--- src/hw/rtl/sar_pkg.sv ---
// Shared constants, codes and types for the slot allocator.
`default_nettype none
package sar_pkg;

  localparam int SLOTS   = 64;
  localparam int SLOT_W  = $clog2(SLOTS);
  localparam int COUNT_W = $clog2(SLOTS + 1);
  localparam int TIME_W  = 24;
  localparam int FUNC_W  = 2;

  typedef enum logic [FUNC_W-1:0] {
    FN_CLAIM = 2'd0,
    FN_KEEP  = 2'd1,
    FN_TICK  = 2'd2,
    FN_CLEAR = 2'd3
  } func_t;

  typedef enum logic [3:0] {
    ST_INIT,
    ST_IDLE,
    ST_POP_RD,
    ST_POP_WB,
    ST_KEEP_RD,
    ST_KEEP_WB,
    ST_TICK,
    ST_TICK_END,
    ST_CLEAR
  } state_t;

  // per-slot record held in memory
  typedef struct packed {
    logic              held_now;
    logic              held_before;
    logic              active;
    logic [TIME_W-1:0] timer;
    logic [TIME_W-1:0] hold;
  } rec_t;

  localparam int REC_W = $bits(rec_t);

  typedef struct packed {
    logic load;
    logic active;
  } drain_ctl_t;

  typedef struct packed {
    logic              active;
    logic              release_slot;
    logic [TIME_W-1:0] timer;
  } drain_res_t;

endpackage
`default_nettype wire

--- src/hw/rtl/sar_ram.sv ---
// Generic simple dual-port RAM with registered read.
`default_nettype none
module sar_ram #(
  parameter int WIDTH = 8,
  parameter int DEPTH = 64
) (
  input  wire logic                     clk,
  input  wire logic                     we,
  input  wire logic [$clog2(DEPTH)-1:0] waddr,
  input  wire logic [WIDTH-1:0]         wdata,
  input  wire logic [$clog2(DEPTH)-1:0] raddr,
  output logic      [WIDTH-1:0]         rdata
);

  logic [WIDTH-1:0] mem [DEPTH];

  always_ff @(posedge clk) begin
    if (we) begin
      mem[waddr] <= wdata;
    end
    rdata <= mem[raddr];
  end

endmodule
`default_nettype wire

--- src/hw/rtl/sar_drain.sv ---
// One drain-timer step for a single slot during a frame tick.
`default_nettype none
module sar_drain (
  input  wire  sar_pkg::drain_ctl_t          ctl,
  input  wire  logic [sar_pkg::TIME_W-1:0]   timer,
  input  wire  logic [sar_pkg::TIME_W-1:0]   hold,
  input  wire  logic [sar_pkg::TIME_W-1:0]   elapsed,
  output sar_pkg::drain_res_t                res
);
  import sar_pkg::*;

  logic [TIME_W-1:0] t;
  logic              act;

  assign t   = ctl.load ? hold : timer;
  assign act = ctl.active | ctl.load;

  always_comb begin
    res = '0;
    if (act) begin
      if (t <= elapsed) begin
        res.release_slot = 1'b1;
      end else begin
        res.active = 1'b1;
        res.timer  = t - elapsed;
      end
    end else begin
      res.timer = timer;
    end
  end

endmodule
`default_nettype wire

--- src/hw/rtl/slot_allocator_with_drain_release.sv ---
// Top level of the slot allocator with drained release.
//
// Command port: a beat is taken when start is high and busy is low; func
// selects claim, keep alive, frame tick or clear, with slot, drain_time and
// elapsed as operands. Each command gives one result beat: done is high for
// exactly one cycle with granted, granted_slot and free_count valid. The
// receiver cannot stall; free_count also follows the stack level at all
// times.
// busy stays high while a command runs and is low again in the cycle done is
// high, so a new command may be issued then. A claim that finds no free slot
// in its read state ends there, without a write-back.
// A tick walks the per-slot record memory (timers, drain times and hold
// flags) one slot a cycle: read, then update and write back in the next cycle;
// its single read port sets the tick length. Every write-back completes before
// the next beat is taken, so accesses to one record never overlap.
// Slots released by the tick are pushed onto the free stack unless it is full.
// Reset and the clear command zero the record memory in a pass over all
// SLOTS slots with busy high, and restore a full stack with slot 0 on top.
`default_nettype none
module slot_allocator_with_drain_release (
  input  wire  logic                         clk,
  input  wire  logic                         rst,
  input  wire  logic                         start,
  output logic                               busy,
  input  wire  logic [sar_pkg::FUNC_W-1:0]   func,
  input  wire  logic [sar_pkg::SLOT_W-1:0]   slot,
  input  wire  logic [sar_pkg::TIME_W-1:0]   drain_time,
  input  wire  logic [sar_pkg::TIME_W-1:0]   elapsed,
  output logic                               done,
  output logic                               granted,
  output logic [sar_pkg::SLOT_W-1:0]         granted_slot,
  output logic [sar_pkg::COUNT_W-1:0]        free_count
);
  import sar_pkg::*;

  state_t state, state_next;

  logic               accept;
  func_t              lat_func;
  logic [SLOT_W-1:0]  lat_slot;
  logic [TIME_W-1:0]  lat_dtime;
  logic [TIME_W-1:0]  lat_elapsed;

  logic [COUNT_W-1:0] free_top;
  logic [SLOTS-1:0]   stk_vld;

  logic [SLOT_W-1:0]  scan_idx;
  logic               p_vld;
  logic [SLOT_W-1:0]  p_idx;

  // stack memory
  logic               stk_we;
  logic [SLOT_W-1:0]  stk_waddr;
  logic [SLOT_W-1:0]  stk_raddr;
  logic [SLOT_W-1:0]  stk_rdata;
  logic [SLOT_W-1:0]  pop_slot;

  // record memory
  logic               rec_we;
  logic [SLOT_W-1:0]  rec_waddr;
  rec_t               rec_wdata;
  logic [SLOT_W-1:0]  rec_raddr;
  rec_t               rec_rdata;

  drain_ctl_t         dctl;
  drain_res_t         dres;

  logic               slot_ok;
  logic               stack_empty;
  logic               push;
  logic               pop_go;
  logic               done_next;
  logic               scan_last;
  logic               sweep;
  logic               scanning;

  assign busy        = (state != ST_IDLE);
  assign accept      = start & ~busy;
  assign slot_ok     = ({1'b0, lat_slot} < COUNT_W'(SLOTS));
  assign stack_empty = (free_top == '0);
  assign scan_last   = (scan_idx == SLOT_W'(SLOTS - 1));
  assign sweep       = (state == ST_CLEAR) | (state == ST_INIT);
  assign scanning    = (state == ST_TICK) | sweep;
  assign free_count  = free_top;

  // ---------------------------------------------------------------- next state
  always_comb begin
    state_next = state;
    unique case (state)
      ST_INIT:     state_next = scan_last ? ST_IDLE : ST_INIT;
      ST_IDLE: begin
        if (accept) begin
          unique case (func_t'(func))
            FN_CLAIM: state_next = ST_POP_RD;
            FN_KEEP:  state_next = ST_KEEP_RD;
            FN_TICK:  state_next = ST_TICK;
            FN_CLEAR: state_next = ST_CLEAR;
            default:  state_next = ST_IDLE;
          endcase
        end
      end
      ST_POP_RD:   state_next = stack_empty ? ST_IDLE : ST_POP_WB;
      ST_POP_WB:   state_next = ST_IDLE;
      ST_KEEP_RD:  state_next = ST_KEEP_WB;
      ST_KEEP_WB:  state_next = ST_IDLE;
      ST_TICK:     state_next = scan_last ? ST_TICK_END : ST_TICK;
      ST_TICK_END: state_next = ST_IDLE;
      ST_CLEAR:    state_next = scan_last ? ST_IDLE : ST_CLEAR;
      default:     state_next = ST_IDLE;
    endcase
  end

  // ---------------------------------------------------------------- outputs
  always_comb begin
    done_next = 1'b0;
    pop_go    = 1'b0;
    unique case (state)
      ST_POP_RD:   done_next = stack_empty;
      ST_POP_WB: begin
        done_next = 1'b1;
        pop_go    = 1'b1;
      end
      ST_KEEP_WB:  done_next = 1'b1;
      ST_TICK_END: done_next = 1'b1;
      ST_CLEAR:    done_next = scan_last;
      default:     done_next = 1'b0;
    endcase
  end

  // top of stack; free_top is unchanged between read and write-back
  assign stk_raddr = free_top[SLOT_W-1:0] - SLOT_W'(1);
  // entries never written since reset or clear still hold their reset order
  assign pop_slot  = stk_vld[stk_raddr] ? stk_rdata : SLOT_W'(SLOTS - 1) - stk_raddr;

  // tick pipeline: record read at scan_idx, update in the next cycle at p_idx
  assign dctl.load   = rec_rdata.held_before & ~rec_rdata.held_now;
  assign dctl.active = rec_rdata.active;

  sar_drain u_drain (
    .ctl     (dctl),
    .timer   (rec_rdata.timer),
    .hold    (rec_rdata.hold),
    .elapsed (lat_elapsed),
    .res     (dres)
  );

  assign push      = p_vld & dres.release_slot & (free_top < COUNT_W'(SLOTS));
  assign stk_we    = push;
  assign stk_waddr = free_top[SLOT_W-1:0];

  // the clearing pass writes a zero record per cycle
  assign rec_raddr = (state == ST_TICK) ? scan_idx : lat_slot;
  assign rec_we    = p_vld | ((state == ST_KEEP_WB) & slot_ok) | sweep;
  assign rec_waddr = p_vld ? p_idx : (sweep ? scan_idx : lat_slot);

  always_comb begin
    rec_wdata = '0;
    if (p_vld) begin
      // frame boundary: this frame's hold becomes last frame's
      rec_wdata.held_before = rec_rdata.held_now;
      rec_wdata.active      = dres.active;
      rec_wdata.timer       = dres.timer;
      rec_wdata.hold        = rec_rdata.hold;
    end else if (state == ST_KEEP_WB) begin
      rec_wdata          = rec_rdata;
      rec_wdata.held_now = 1'b1;
      rec_wdata.hold     = lat_dtime;
    end
  end

  sar_ram #(
    .WIDTH (SLOT_W),
    .DEPTH (SLOTS)
  ) u_stack_ram (
    .clk   (clk),
    .we    (stk_we),
    .waddr (stk_waddr),
    .wdata (p_idx),
    .raddr (stk_raddr),
    .rdata (stk_rdata)
  );

  sar_ram #(
    .WIDTH (REC_W),
    .DEPTH (SLOTS)
  ) u_rec_ram (
    .clk   (clk),
    .we    (rec_we),
    .waddr (rec_waddr),
    .wdata (rec_wdata),
    .raddr (rec_raddr),
    .rdata (rec_rdata)
  );

  // ---------------------------------------------------------------- registers
  always_ff @(posedge clk) begin
    if (rst) begin
      state    <= ST_INIT;
      done     <= 1'b0;
      free_top <= COUNT_W'(SLOTS);
      stk_vld  <= '0;
      scan_idx <= '0;
      p_vld    <= 1'b0;
    end else begin
      state <= state_next;
      done  <= done_next;
      p_vld <= (state == ST_TICK);

      if (scanning) begin
        scan_idx <= scan_idx + SLOT_W'(1);
      end

      if (pop_go) begin
        free_top <= free_top - COUNT_W'(1);
      end else if (push) begin
        free_top <= free_top + COUNT_W'(1);
      end

      if (push) begin
        stk_vld[free_top[SLOT_W-1:0]] <= 1'b1;
      end

      if (state == ST_CLEAR) begin
        free_top <= COUNT_W'(SLOTS);
        stk_vld  <= '0;
      end
    end
  end

  always_ff @(posedge clk) begin
    if (accept) begin
      lat_func    <= func_t'(func);
      lat_slot    <= slot;
      lat_dtime   <= drain_time;
      lat_elapsed <= elapsed;
    end
    p_idx <= scan_idx;
    if (done_next) begin
      granted      <= pop_go;
      granted_slot <= pop_go ? pop_slot : '0;
    end
  end

  // ---------------------------------------------------------------- checks
  a_top_bound: assert property (@(posedge clk) disable iff (rst)
    free_top <= COUNT_W'(SLOTS))
    else $error("free stack level beyond slot count");

  a_grant_level: assert property (@(posedge clk) disable iff (rst)
    done && granted |-> free_top < COUNT_W'(SLOTS))
    else $error("grant without a slot taken from the stack");

  a_rise_src: assert property (@(posedge clk) disable iff (rst)
    free_top > $past(free_top) |->
      ($past(state) == ST_TICK || $past(state) == ST_TICK_END ||
       $past(state) == ST_CLEAR))
    else $error("free stack grew outside a tick or clear");

  a_keep_func: assert property (@(posedge clk) disable iff (rst)
    state == ST_KEEP_RD |-> lat_func == FN_KEEP)
    else $error("keep alive path entered for another command");

endmodule
`default_nettype wire

--- config.mk ---
export PLATFORM = sky130hd
export DESIGN_NAME = slot_allocator_with_drain_release
export DESIGN_NICKNAME = d
export VERILOG_FILES = /design/src/hw/rtl/sar_pkg.sv /design/src/hw/rtl/sar_ram.sv /design/src/hw/rtl/sar_drain.sv /design/src/hw/rtl/slot_allocator_with_drain_release.sv
export SDC_FILE = /design/constraint.sdc
export NUM_CORES = 2
export LEC_CHECK = 0
export ABC_AREA = 1
export BUFFER_PORTS_ARGS = -buffer_cell sky130_fd_sc_hd__clkbuf_2
export CORE_MARGIN = 5
export CORE_UTILIZATION = 58
export CTS_CLUSTER_DIAMETER = 150
export DETAILED_ROUTE_END_ITERATION = 8
export GPL_ROUTABILITY_DRIVEN = 0
export PLACE_DENSITY = 0.74
export SYNTH_ARGS = -nofsm -noshare
export SYNTH_HDL_FRONTEND = slang
export SYNTH_HIERARCHICAL = 1
export SYNTH_SLANG_ARGS = --single-unit
--- constraint.sdc ---
create_clock -name clk -period 8.3 [get_ports clk]
set_input_delay 0.415 -clock clk [delete_from_list [all_inputs] [get_ports clk]]
set_output_delay 0.415 -clock clk [all_outputs]
set_load 0.02 [all_outputs]
==> run summary <==
Clock skew on the completed layout was measured at 0.0557 ns. Across all setup checks in the final design, the least slack found is 1.39 ns. Measured against its own limit, the worst slew margin works out to 0.101. The number of global-route vias before repair came out at 104k.

The clock tree root driver cell is sky130_fd_sc_hd__clkbuf_16. The vias after detailed routing is 109k. The hold-critical path endpoint is state[3]. The nature of the critical path endpoint is a register. The number of gates resized after CTS came out at 0. The reported leakage power came out at between 60 and 70 nW.

The worst hold path begins at func[0]. In the global route stage, overall resource usage came out at 0.317. The number of max-cap violations is 0. The count of final setup violators is 0.

The slack of the worst reg-to-reg path came out at 1.39 ns. Setup repair after global routing left no endpoint under its margin. The number of antenna violations at the first check in global routing came out at 8. The flow ran to the end, and the final reports show no timing, DRC or antenna violations. The number of standard cells in the final layout excluding fillers came out at 17.2k.

The fraction of registers with async set or reset after synthesis came out at 0. The worst setup path is of the reg2reg kind. The number of cells on the worst reg-to-reg path is 18. The post-synthesis cell type count is 47. TritonCTS built the clock tree. The starting utilization of the core area came out at 0.582.

The flip-flop and latch count after synthesis is 3855. The maximum fanout along the worst path came out at 33. The top-level port count is 75.

The residual DRC count is 0. Dividing the detail-routed wire length by the instance count gives ~27 um. The ratio of cells with drive above 1 in the final layout is 0.0721. The largest buffer count on any clock path came out at 4. For this design, the sink count on the clock tree is 3855. Summed over all nets, the half-perimeter wirelength after detailed placement is between 200000 and 250000 um. The number of clock buffers inserted by TritonCTS came out at 374. The CTS H-tree depth came out at 5. For this run, the register share of the synthesized area comes to 0.727. The actual transition at the worst max-transition pin is 1.35 ns. The most used flip-flop cell after synthesis is sky130_fd_sc_hd__edfxtp_1.

Timing would allow up to 145 MHz. The final count of pins violating max slew came out at 0. Of all cell types, the one taking the most synthesized area is sky130_fd_sc_hd__edfxtp_1. The worst hold-check slack is 0.0552 ns. The cell count after placement came out at roughly 16k. The net count of the mapped netlist is 13.5k. The number of endpoints with negative hold slack in the final report is 0. The path class of the tightest hold or removal check is in2reg.

The number of cell rows came out at approximately 190. The height of the chip came out at 531 um. The clock period minus final worst setup slack is 6.91 ns. The most congested layer reported by global routing is met2. The global-route track usage on met1 is 0.424. At the later pin of the worst-skew pair, clock insertion delay measures 0.92 ns. The die boundary width came out at 531 um. The remaining antenna violation count after routing is 0. Adding up every negative setup slack in the final design gives 0 ns. The global-route met2 utilization came out at 0.488. Entering global routing, the biggest net connects 204 pins. The synthesized area came out at 0.157 mm2. The clock transition at the register clock pins on the worst setup and hold paths after CTS came out at 0.06 ns. The net total in the final layout is 13.4k. The global-route met3 utilization came out at 0.0774. The fill cell total of the finished layout is 19.3k. The worst register-to-register path ends at u_stack_ram/mem[52][4].

The area fraction of the dominant cell type after synthesis is 0.708. In the finished design, the share of the clock period the worst path needs comes to 0.832. The wire length reported by the detailed router came out at around 460000 um. The required time at the endpoint of the critical path came out at 8.80 ns. The core region area came out at 0.270 mm2.

The via density per instance is 6.36. The detailed router finished its first iteration with 17.2k violations. The peak supply drop came out at 0.159 mV. The synthesis warning total came out at 6. The area overhead of the layout relative to synthesis is 9.65%.

Yosys mapped a number of flops with a built-in enable equal to between 3k and 4k. The type of origin of the critical path is a register. The post-placement setup slack is 1.73 ns. The data arrival time of the critical path is 7.41 ns. Power spread over the standard cell area amounts to 219 mW/mm2. By area the synthesized netlist is led by sky130_fd_sc_hd__edfxtp_1 (71%), sky130_fd_sc_hd__nand3_1 (11%), sky130_fd_sc_hd__nand2_1 (11%).

For this run the aggregate overflow at the end of global routing stands at 0. The count of buffers inserted at the top-level ports is 74. The depth of the worst hold-timing path is 4. The floorplan step defined a die boundary enclosing approximately 0.28 mm2. The detailed-router iteration count before antenna repair came out at 8.

In this run the critical register-to-register path is launched from u_rec_ram/rdata[49]. The average instance in the mapped netlist occupies roughly 12 um2. Counting every instance in the synthesized netlist gives 13.4k. The first-pass GRT wire length came out at 667000 um.
flip-flops by register name (all words and copies together) (netlist names):
register	count
u_rec_ram/mem	3264
u_stack_ram/mem	384
stk_vld	64
u_rec_ram/rdata	51
lat_dtime	24
lat_elapsed	24
free_count	7
granted_slot	6
lat_slot	6
p_idx	6
scan_idx	6
u_stack_ram/rdata	6
state	4
done	1
granted	1
p_vld	1
worst max-delay path: stages (launching register included):
cell                      delay (ns)
sky130_fd_sc_hd__dfxtp_1        0.32
sky130_fd_sc_hd__inv_1          0.05
sky130_fd_sc_hd__nor2_2         0.96
sky130_fd_sc_hd__inv_2          0.41
sky130_fd_sc_hd__o21ai_0        0.32
sky130_fd_sc_hd__ha_1           0.21
sky130_fd_sc_hd__inv_1          0.08
sky130_fd_sc_hd__fa_1           0.43
sky130_fd_sc_hd__nand2_1        0.10
sky130_fd_sc_hd__nand2_1        0.08
sky130_fd_sc_hd__nand3_1        0.12
sky130_fd_sc_hd__nand2_2        0.10
sky130_fd_sc_hd__nand2_1        0.09
sky130_fd_sc_hd__nand3_2        0.11
sky130_fd_sc_hd__a21oi_1        0.71
sky130_fd_sc_hd__nand3_2        0.42
sky130_fd_sc_hd__inv_1          0.46
sky130_fd_sc_hd__nand4_1        0.44
sky130_fd_sc_hd__nor4_1         1.06
layer usage:
layer	wire, um	share of wire	vias up
met5	27	0.000059	-
met4	27500	0.060	4
met3	64100	0.14	1452
met2	206000	0.45	8485
met1	158000	0.35	52303
li1	-	-	47082
cell families (layout without fill, tap and decap cells):
logic type	Yosys count	count (layout)	synth area share
simple gates	8205	8205	0.225
fa+ha+maj	33	33	0.00267
buf+inv	1069	1259	0.0357
flops	3855	3855	0.727
xor+xnor	22	22	0.00139
compound gates	225	225	0.00878
other cells	0	10	0
synthesized netlist by cell type, types with 6 or more instances:
master and count:
sky130_fd_sc_hd__nand2_1 4475, sky130_fd_sc_hd__edfxtp_1 3709, sky130_fd_sc_hd__nand3_1 3439, sky130_fd_sc_hd__buf_2 441, sky130_fd_sc_hd__inv_1 206, sky130_fd_sc_hd__nor2_1 206
sky130_fd_sc_hd__clkbuf_1 158, sky130_fd_sc_hd__dfxtp_1 146, sky130_fd_sc_hd__buf_4 108, sky130_fd_sc_hd__a21oi_1 101, sky130_fd_sc_hd__buf_6 77, sky130_fd_sc_hd__buf_1 58
sky130_fd_sc_hd__a22o_1 49, sky130_fd_sc_hd__ha_1 32, sky130_fd_sc_hd__o21ai_0 32, sky130_fd_sc_hd__nand4_1 22, sky130_fd_sc_hd__nor4_1 17, sky130_fd_sc_hd__nor3_1 12
sky130_fd_sc_hd__inv_2 11, sky130_fd_sc_hd__xnor2_1 10, sky130_fd_sc_hd__xor2_1 10, sky130_fd_sc_hd__nor2_2 9, sky130_fd_sc_hd__o21ai_1 9, sky130_fd_sc_hd__o22ai_1 9
sky130_fd_sc_hd__a31oi_1 8, sky130_fd_sc_hd__nand2_2 6, sky130_fd_sc_hd__nor4_2 6, sky130_fd_sc_hd__o211ai_1 6
metrics by stage:
stage / utilization / area [um2] / total power, mW
3_5_place_dp: 0.593 / 160000 / 21.8
4_1_cts: 0.638 / 172000 / 37.9
2_1_floorplan: - / 157000 / 21.7
3_3_place_gp: 0.593 / 160000 / 21.8
5_1_grt: 0.638 / 172000 / 38.8
6_report: 0.638 / 172000 / 37.9
worst max path at each step:
stage               cells past startpoint                      to                start
finish                                 18  u_stack_ram/mem[52][4]  u_rec_ram/rdata[49]
global route                           18  u_stack_ram/mem[52][4]  u_rec_ram/rdata[49]
CTS                                    18  u_stack_ram/mem[52][4]  u_rec_ram/rdata[49]
detailed placement                     18  u_stack_ram/mem[21][2]  u_rec_ram/rdata[49]
global placement                       18  u_stack_ram/mem[37][0]  u_rec_ram/rdata[49]
floorplan                               5    u_rec_ram/mem[50][0]             p_idx[1]
cell usage in the layout (no fill, tap or decap), types with 10 or more instances in the layout:
| cell type | count |
|---|---|
| sky130_fd_sc_hd__nor3_1 | 12 |
| sky130_fd_sc_hd__buf_12 | 31 |
| sky130_fd_sc_hd__bufinv_16 | 29 |
| sky130_fd_sc_hd__dfxtp_1 | 138 |
| sky130_fd_sc_hd__buf_4 | 201 |
| sky130_fd_sc_hd__clkinv_1 | 89 |
| sky130_fd_sc_hd__nor4_2 | 14 |
| sky130_fd_sc_hd__clkbuf_2 | 74 |
| sky130_fd_sc_hd__inv_1 | 203 |
| sky130_fd_sc_hd__nand4_1 | 22 |
| sky130_fd_sc_hd__inv_2 | 10 |
| sky130_fd_sc_hd__nor2_4 | 58 |
| sky130_fd_sc_hd__diode_2 | 10 |
| sky130_fd_sc_hd__ha_1 | 32 |
| sky130_fd_sc_hd__clkinv_2 | 61 |
| sky130_fd_sc_hd__dlygate4sd3_1 | 55 |
| sky130_fd_sc_hd__a22o_2 | 36 |
| sky130_fd_sc_hd__clkbuf_1 | 88 |
| sky130_fd_sc_hd__edfxtp_1 | 3709 |
| sky130_fd_sc_hd__xor2_1 | 10 |
| sky130_fd_sc_hd__nand3_1 | 3439 |
| sky130_fd_sc_hd__o21ai_0 | 29 |
| sky130_fd_sc_hd__nor2_2 | 10 |
| sky130_fd_sc_hd__clkbuf_16 | 378 |
| sky130_fd_sc_hd__nor2_1 | 148 |
| sky130_fd_sc_hd__a21oi_1 | 101 |
| sky130_fd_sc_hd__xnor2_1 | 10 |
| sky130_fd_sc_hd__nand2_1 | 4471 |
| sky130_fd_sc_hd__inv_6 | 11 |
where the power goes:
group / switching, mW / internal (mW) / leakage [nW] / total, mW
clock: 7.10 / 9.33 / 5.71 / 16.4
combinational: 0.175 / 0.0596 / 23.2 / 0.235
sequential: 0.0567 / 21.1 / 32.5 / 21.2
total: 7.33 / 30.5 / 61.4 / 37.9
layout make-up:
type	count	area [um2]	area share
antenna	10	25.0	0.000145
clock buffer	473	9890	0.0573
clock inverter	203	1780	0.0103
inverter	222	886	0.00514
multi-input combinational	8485	38000	0.221
sequential	3855	114000	0.663
tap	3570	4470	0.0259
timing repair buffer	361	3050	0.0177
timing repair:
item / in CTS / in global routing
setup buffers: 0 / 0
endpoints found under the hold margin: 61 / 0
hold buffers: 55 / 0
endpoints found under the setup margin: 0 / 0
No activity file was read; power rests on OpenSTA's default activity.
